### src/hw/rtl/wmm_pkg.sv
// Package with types, constants and state codes for the window min/max peak tracker.
package wmm_pkg;

    localparam int WINDOW_DEPTH = 128;
    localparam int PTR_W        = $clog2(WINDOW_DEPTH);
    localparam int CNT_W        = $clog2(WINDOW_DEPTH + 1);
    localparam int SAMPLE_W     = 12;

    localparam logic [SAMPLE_W-1:0] THRESHOLD_RESET = 12'd100;

    localparam logic CMD_SAMPLE = 1'b0;
    localparam logic CMD_CLEAR  = 1'b1;

    typedef enum logic [1:0] {
        ST_IDLE,
        ST_SCAN,
        ST_FLUSH,
        ST_DONE
    } state_t;

    typedef struct packed {
        logic                command;
        logic [SAMPLE_W-1:0] sample;
    } in_t;

    typedef struct packed {
        logic [SAMPLE_W-1:0] latest_sample;
        logic [SAMPLE_W-1:0] window_max;
        logic [SAMPLE_W-1:0] window_min;
        logic [SAMPLE_W-1:0] peak_value;
        logic                measure_enable;
    } out_t;

endpackage

### src/hw/rtl/window_min_max_peak_tracker_core.sv
// Top level of the window min/max peak tracker: history RAM, window scan and result register.
//
// Each accepted transfer (a new sample or a clear-peak command) passes through these steps in
// order: accept and write the sample, one read of the history RAM per window entry through its
// single read port, a step for the last read data, and a load of the result register, which
// waits while an earlier result has not been taken. The next transfer is accepted as soon as the
// result is loaded, even if it has not been taken yet. History entries never written since reset
// read as zero through per-entry valid bits, so the block needs no clearing pass and is ready
// right after reset. The threshold register may be written at any time the block is idle.
module window_min_max_peak_tracker_core (
    input  logic                   aclk,
    input  logic                   aresetn,
    input  logic                   s_valid,
    output logic                   s_ready,
    input  wmm_pkg::in_t           s_data,
    output logic                   m_valid,
    input  logic                   m_ready,
    output wmm_pkg::out_t          m_data,
    input  logic                   cfg_wr_en,
    input  logic [wmm_pkg::SAMPLE_W-1:0] cfg_wr_data
);

    import wmm_pkg::*;

    state_t                state_reg, state_next;
    logic [CNT_W-1:0]      cnt_reg, cnt_next;
    logic [PTR_W-1:0]      wptr_reg, wptr_next;
    logic [WINDOW_DEPTH-1:0] valid_reg, valid_next;
    logic                  pend_reg, pend_next;
    logic                  vbit_reg, vbit_next;
    logic [SAMPLE_W-1:0]   hi_reg, hi_next;
    logic [SAMPLE_W-1:0]   lo_reg, lo_next;
    logic [SAMPLE_W-1:0]   peak_reg, peak_next;
    logic [SAMPLE_W-1:0]   latest_reg, latest_next;
    logic                  enable_reg, enable_next;
    logic [SAMPLE_W-1:0]   thresh_reg, thresh_next;
    logic                  m_valid_reg, m_valid_next;
    out_t                  m_data_reg, m_data_next;

    logic                  ram_we;
    logic [PTR_W-1:0]      ram_raddr;
    logic [SAMPLE_W-1:0]   ram_rdata;
    logic [SAMPLE_W-1:0]   entry;
    logic                  accept;

    wmm_ram #(
        .WIDTH (SAMPLE_W),
        .DEPTH (WINDOW_DEPTH)
    ) u_history (
        .aclk    (aclk),
        .wr_en   (ram_we),
        .wr_addr (wptr_reg),
        .wr_data (s_data.sample),
        .rd_addr (ram_raddr),
        .rd_data (ram_rdata)
    );

    assign s_ready   = (state_reg == ST_IDLE);
    assign accept    = s_valid && s_ready;
    assign ram_we    = accept && (s_data.command == CMD_SAMPLE);
    assign ram_raddr = cnt_reg[PTR_W-1:0];
    // Entries never written since reset count as zero samples.
    assign entry     = vbit_reg ? ram_rdata : '0;

    assign m_valid = m_valid_reg;
    assign m_data  = m_data_reg;

    always_comb begin
        state_next   = state_reg;
        cnt_next     = cnt_reg;
        wptr_next    = wptr_reg;
        valid_next   = valid_reg;
        pend_next    = 1'b0;
        vbit_next    = valid_reg[cnt_reg[PTR_W-1:0]];
        hi_next      = hi_reg;
        lo_next      = lo_reg;
        peak_next    = peak_reg;
        latest_next  = latest_reg;
        enable_next  = enable_reg;
        thresh_next  = cfg_wr_en ? cfg_wr_data : thresh_reg;
        m_valid_next = m_valid_reg && !m_ready;
        m_data_next  = m_data_reg;

        if (pend_reg) begin
            if (entry > hi_reg) begin
                hi_next = entry;
            end
            if (entry < lo_reg) begin
                lo_next = entry;
            end
        end

        unique case (state_reg)
            ST_IDLE: begin
                if (accept) begin
                    cnt_next   = '0;
                    hi_next    = '0;
                    lo_next    = '1;
                    state_next = ST_SCAN;
                    if (s_data.command == CMD_SAMPLE) begin
                        valid_next[wptr_reg] = 1'b1;
                        wptr_next = (wptr_reg == PTR_W'(WINDOW_DEPTH - 1)) ? '0
                                                                           : wptr_reg + 1'b1;
                        if (s_data.sample > peak_reg) begin
                            peak_next = s_data.sample;
                        end
                        latest_next = s_data.sample;
                        enable_next = (s_data.sample > thresh_reg);
                    end else begin
                        peak_next = '0;
                    end
                end
            end
            ST_SCAN: begin
                pend_next = 1'b1;
                cnt_next  = cnt_reg + 1'b1;
                if (cnt_reg == CNT_W'(WINDOW_DEPTH - 1)) begin
                    state_next = ST_FLUSH;
                end
            end
            ST_FLUSH: begin
                state_next = ST_DONE;
            end
            ST_DONE: begin
                if (!m_valid_reg || m_ready) begin
                    m_valid_next                = 1'b1;
                    m_data_next.latest_sample   = latest_reg;
                    m_data_next.window_max      = hi_reg;
                    m_data_next.window_min      = lo_reg;
                    m_data_next.peak_value      = peak_reg;
                    m_data_next.measure_enable  = enable_reg;
                    state_next                  = ST_IDLE;
                end
            end
            default: begin
                state_next = ST_IDLE;
            end
        endcase
    end

    always_ff @(posedge aclk) begin
        if (!aresetn) begin
            state_reg   <= ST_IDLE;
            cnt_reg     <= '0;
            wptr_reg    <= '0;
            valid_reg   <= '0;
            pend_reg    <= 1'b0;
            peak_reg    <= '0;
            latest_reg  <= '0;
            enable_reg  <= 1'b0;
            thresh_reg  <= THRESHOLD_RESET;
            m_valid_reg <= 1'b0;
        end else begin
            state_reg   <= state_next;
            cnt_reg     <= cnt_next;
            wptr_reg    <= wptr_next;
            valid_reg   <= valid_next;
            pend_reg    <= pend_next;
            peak_reg    <= peak_next;
            latest_reg  <= latest_next;
            enable_reg  <= enable_next;
            thresh_reg  <= thresh_next;
            m_valid_reg <= m_valid_next;
        end
        vbit_reg   <= vbit_next;
        hi_reg     <= hi_next;
        lo_reg     <= lo_next;
        m_data_reg <= m_data_next;
    end

    // The window always contains the latest sample, so it lies between min and max.
    assert property (@(posedge aclk) disable iff (!aresetn)
        m_valid |-> (m_data.window_max >= m_data.latest_sample) &&
                    (m_data.latest_sample >= m_data.window_min))
        else $error("latest sample outside window min/max");

    assert property (@(posedge aclk) disable iff (!aresetn)
        (accept && (s_data.command == CMD_CLEAR)) |=> (peak_reg == '0) && $stable(wptr_reg))
        else $error("clear command did not clear peak or moved write pointer");

    assert property (@(posedge aclk) disable iff (!aresetn)
        (accept && (s_data.command == CMD_SAMPLE)) |=>
            (latest_reg == $past(s_data.sample)) && (peak_reg >= latest_reg))
        else $error("sample not captured or peak below latest sample");

    assert property (@(posedge aclk) disable iff (!aresetn)
        (state_reg != ST_IDLE) |-> !ram_we)
        else $error("history written during window scan");

endmodule

### src/hw/rtl/wmm_ram.sv
// Generic single-port-write, single-port-read RAM with registered read data.
module wmm_ram #(
    parameter int WIDTH = 12,
    parameter int DEPTH = 128
) (
    input  logic                     aclk,
    input  logic                     wr_en,
    input  logic [$clog2(DEPTH)-1:0] wr_addr,
    input  logic [WIDTH-1:0]         wr_data,
    input  logic [$clog2(DEPTH)-1:0] rd_addr,
    output logic [WIDTH-1:0]         rd_data
);

    logic [WIDTH-1:0] mem [DEPTH];
    logic [WIDTH-1:0] rd_data_reg;

    always_ff @(posedge aclk) begin
        if (wr_en) begin
            mem[wr_addr] <= wr_data;
        end
        rd_data_reg <= mem[rd_addr];
    end

    assign rd_data = rd_data_reg;

endmodule

### config.mk
export PLATFORM = sky130hd
export DESIGN_NAME = window_min_max_peak_tracker_core
export DESIGN_NICKNAME = d
export VERILOG_FILES = /design/src/hw/rtl/wmm_pkg.sv /design/src/hw/rtl/window_min_max_peak_tracker_core.sv /design/src/hw/rtl/wmm_ram.sv
export SDC_FILE = /design/constraint.sdc
export NUM_CORES = 2
export LEC_CHECK = 0
export BUFFER_PORTS_ARGS = -buffer_cell sky130_fd_sc_hd__buf_2
export CORE_MARGIN = 10
export CORE_UTILIZATION = 48
export CTS_BUF_LIST = sky130_fd_sc_hd__clkbuf_8
export DETAILED_ROUTE_END_ITERATION = 8
export PLACE_DENSITY = 0.68
export REMOVE_ABC_BUFFERS = 1
export SLEW_MARGIN = 15
export SYNTH_ARGS = -nofsm -noshare
export SYNTH_HDL_FRONTEND = slang
export SYNTH_SLANG_ARGS = --single-unit
### constraint.sdc
create_clock -name aclk -period 3.87 [get_ports aclk]
set_input_delay 0 -clock aclk [delete_from_list [all_inputs] [get_ports aclk]]
set_output_delay 0 -clock aclk [all_outputs]
set_load 0.005 [all_outputs]
==> qor.yml <==
status:
  status: "completed"
synthesis:
  yosysTopAreaCell: "edfxtp_1"
  ys_async_sr_fraction_pct: 0
  synth_area_mm2: 0.06997
  ys.flop_type: "edfxtp_1"
  yosysUniqueCellTypes: 70
  yosys_warnings: 0
  syn_area_per_cell_um2: 18.53
  synth_area_leaders: "edfxtp_1, mux4_2, dfxtp_1"
  synth_top_area_share_pct: 68.02
  yosysSeqAreaShare_pct: 74.34
  synth_seq_cells: 1806
  syn-instance-count: 3777
  synth_edf_count: 1585
sta:
  max_freq_mhz: 265.2
  skew_ns: 0.07603
  slew-limit-headroom_pct: 25.24
  finalCritPeriodShare_pct: 97.45
  finalSetupViolCount: 0
  fin_crit_ns: 3.771
  slew_violations: 0
  grt_setup_unrepaired: "false"
  tns_ns: 0
  hold_viol_final: 0
  tightest_slew_ns: 1.121
floorplan:
  initial_utilization_pct: 48.19
  die_x_um: 401.8
  die-area_mm2: 0.1615
  core_mm2: 0.1452
  io_pins: 81
  rows: 140
  die_h_um: 401.8
power_and_ir_drop:
  ir_worst_vdd_mv: 0.3695
  p_leak_nw: 26.09
  p_per_area_mw_per_mm2: 528.0
clocking:
  cts_resized: 0
  cts-root-buf: "clkbuf_8"
  cts.sinks: 1806
  cts_tree: "done"
  clk_pin_slew_ns: 0.06
  cts_max_level: 5
  clock_path_buffers: 4
  numCtsBuffers: 301
  clk_latency_ns: 1.01
layout:
  syn_to_final_growth_pct: 14.74
  multi_input_area_mm2: 0.01662
  num-nets-final: 4401
  layout-drive-gt1-share_pct: 24.76
  largest_reg_flops: 1536
  fin_cells: 6462
  fillCellCount: 10948
  ff_latch_area_mm2: 0.05204
drt:
  drt-total-wl_mm: 183.2
  ant_nets: 0
  drt_iter0_drc: 4479
  num_vias: 38338
  drcViolationCount: 0
  drtPass1Iterations: 6
  viasPerCell: 5.933
  wl_per_cell_um: 28.34
global_routing:
  grt_pass1_wl_mm: 265.9
  grt_overflow: 0
  grt_pass1_vias: 38437
  antenna_found_initial: 11
  grt_max_degree: 127
  grtUsageTotal_pct: 22.34
worst_setup_path:
  r2r_setup_slack_ns: 0.1
  arrival_ns: 4.64
  crit_required_ns: 4.74
  r2r-start: "cnt_reg[0]"
  start_kind: "flop"
  r2r_end: "vbit_reg"
  crit_type: "flop to flop"
  cp_max_fo: 38
  reg2reg_depth: 8
  cp-end-kind: "flop"
worst_hold_path:
  hold_start: "s_valid"
  hold_class: "primary input to flop"
  holdPathEnd: "cnt_reg[1]"
  holdPathStages: 6
run:
  max_cap_violations: 0
place:
  hpwl_mm: 112.3
  portBuffers: 80
  gp_congestion: 0.8509
  dp_cells: 5861
## synthesized netlist by cell type (12+ instances only)
master / n
buf_4: 23
a21oi_1: 70
a21o_1: 12
edfxtp_1: 1585
a211oi_1: 49
nand3_1: 20
dfxtp_1: 221
a22oi_1: 46
inv_1: 52
nor2b_1: 31
o22a_1: 12
buf_6: 23
o22ai_1: 35
nor2_1: 468
nor3_1: 17
o211ai_1: 16
mux2i_1: 213
mux4_2: 361
buf_2: 60
o21ai_0: 31
and2_1: 14
nand4_1: 14
o221ai_1: 31
ha_1: 49
nand2_1: 113
clkbuf_1: 80
## cells in the final DEF, fill, tap and decap left out, types with 14 or more instances in the layout
| cell type | n |
|---|---|
| nand4_1 | 14 |
| nand2_1 | 113 |
| a211oi_1 | 49 |
| clkbuf_8 | 326 |
| nor2_1 | 466 |
| nor3_1 | 15 |
| ha_1 | 49 |
| o221ai_1 | 31 |
| dlygate4sd3_1 | 74 |
| buf_4 | 274 |
| mux2i_1 | 213 |
| clkinv_2 | 30 |
| a22oi_1 | 46 |
| mux4_2 | 361 |
| buf_12 | 23 |
| o22ai_1 | 35 |
| buf_2 | 68 |
| clkinv_1 | 39 |
| and2_1 | 14 |
| edfxtp_1 | 1585 |
| dfxtp_1 | 216 |
| inv_1 | 168 |
| o21ai_0 | 31 |
| nor2b_1 | 28 |
| o211ai_1 | 16 |
| nand3_1 | 20 |
| a21oi_1 | 70 |
## layer usage
layer  global-route usage, %  share of wire [%]  vias to the layer above
met5                       0              0.015                        -
met4                   7.560                3.2                        4
met3                   5.540                 10                      327
met2                   35.19                 47                     2064
met1                   30.52                 39                    19777
li1                        -                  -                    16166
## report_power, final
part	internal (mW)	total, mW	switching [mW]
clock	7.93	15.2	7.30
combinational	2.50	5.41	2.91
sequential	21.5	21.8	0.294
total	31.9	42.4	10.5
## worst max-delay path: stages, from the launching register on
cell and delay (ns):
dfxtp_4 0.75, buf_12 0.37, mux4_2 0.56, nor2b_1 0.15, a211oi_1 0.35, or3_1 0.23, o2111ai_1 0.50, a21oi_1 0.58
nor2_1 0.07
## metrics by stage
| stage | utilization, % | hold WS, ns | setup WS [ns] | instance area (µm²) | total power, mW |
|---|---|---|---|---|---|
| 6_report | 55.29 | 0.1078 | 0.09869 | 80290 | 42.39 |
| 5_1_grt | 55.29 | 0.02929 | 0.05914 | 80290 | 43.98 |
| 4_1_cts | 55.27 | 0.007768 | 0.1512 | 80260 | 42.65 |
| 3_5_place_dp | 51.04 | 0.2317 | 0.1735 | 74120 | 27.45 |
| 3_3_place_gp | 51.04 | 0.2329 | 0.1668 | 74120 | 27.39 |
| 2_1_floorplan | - | 0.09864 | -14.87 | 68810 | 24.80 |
## how the worst max path moves through the flow
stage | start | endpoint | slack [ns] | cells after the start
after floorplan | cnt_reg[0] | u_history.rd_data[9] | -14.87 | 7
after global placement | cnt_reg[0] | vbit_reg | 0.17 | 8
after detailed placement | cnt_reg[0] | vbit_reg | 0.17 | 8
after CTS | cnt_reg[0] | vbit_reg | 0.15 | 8
after global routing | state_reg[0] | latest_reg[11] | 0.06 | 10
final | cnt_reg[0] | vbit_reg | 0.1 | 8
## final cells by class
type / instances / area share, %
flip-flops and latches: 1806 / 64.81
multi-input cells: 1718 / 20.70
clock buffers: 326 / 5.588
repair buffers: 440 / 4.516
well taps: 1917 / 2.987
clock inverters: 198 / 1.127
inverters: 55 / 0.2634
diodes: 2 / 0.006234
## repair_timing
action / in CTS / in global routing
hold buffers: 74 / 0
setup endpoints to repair: 0 / 1
setup buffers: 0 / 1
hold endpoints to repair: 1116 / 0
## logic make-up (layout without fill, tap and decap cells)
logic type / Yosys count / count (layout) / share of synthesized area, %
AO/OA/AOI/OAI: 368 / 368 / 3.719
flip-flops: 1806 / 1806 / 74.34
other: 0 / 2 / 0
AND/OR/NAND/NOR: 713 / 713 / 4.254
multiplexers: 578 / 578 / 14.73
adder cells (fa/ha/maj): 49 / 49 / 0.8762
buffers and inverters: 253 / 1019 / 1.953
XOR/XNOR: 10 / 10 / 0.1252
No activity file was read; power rests on OpenSTA's default activity.
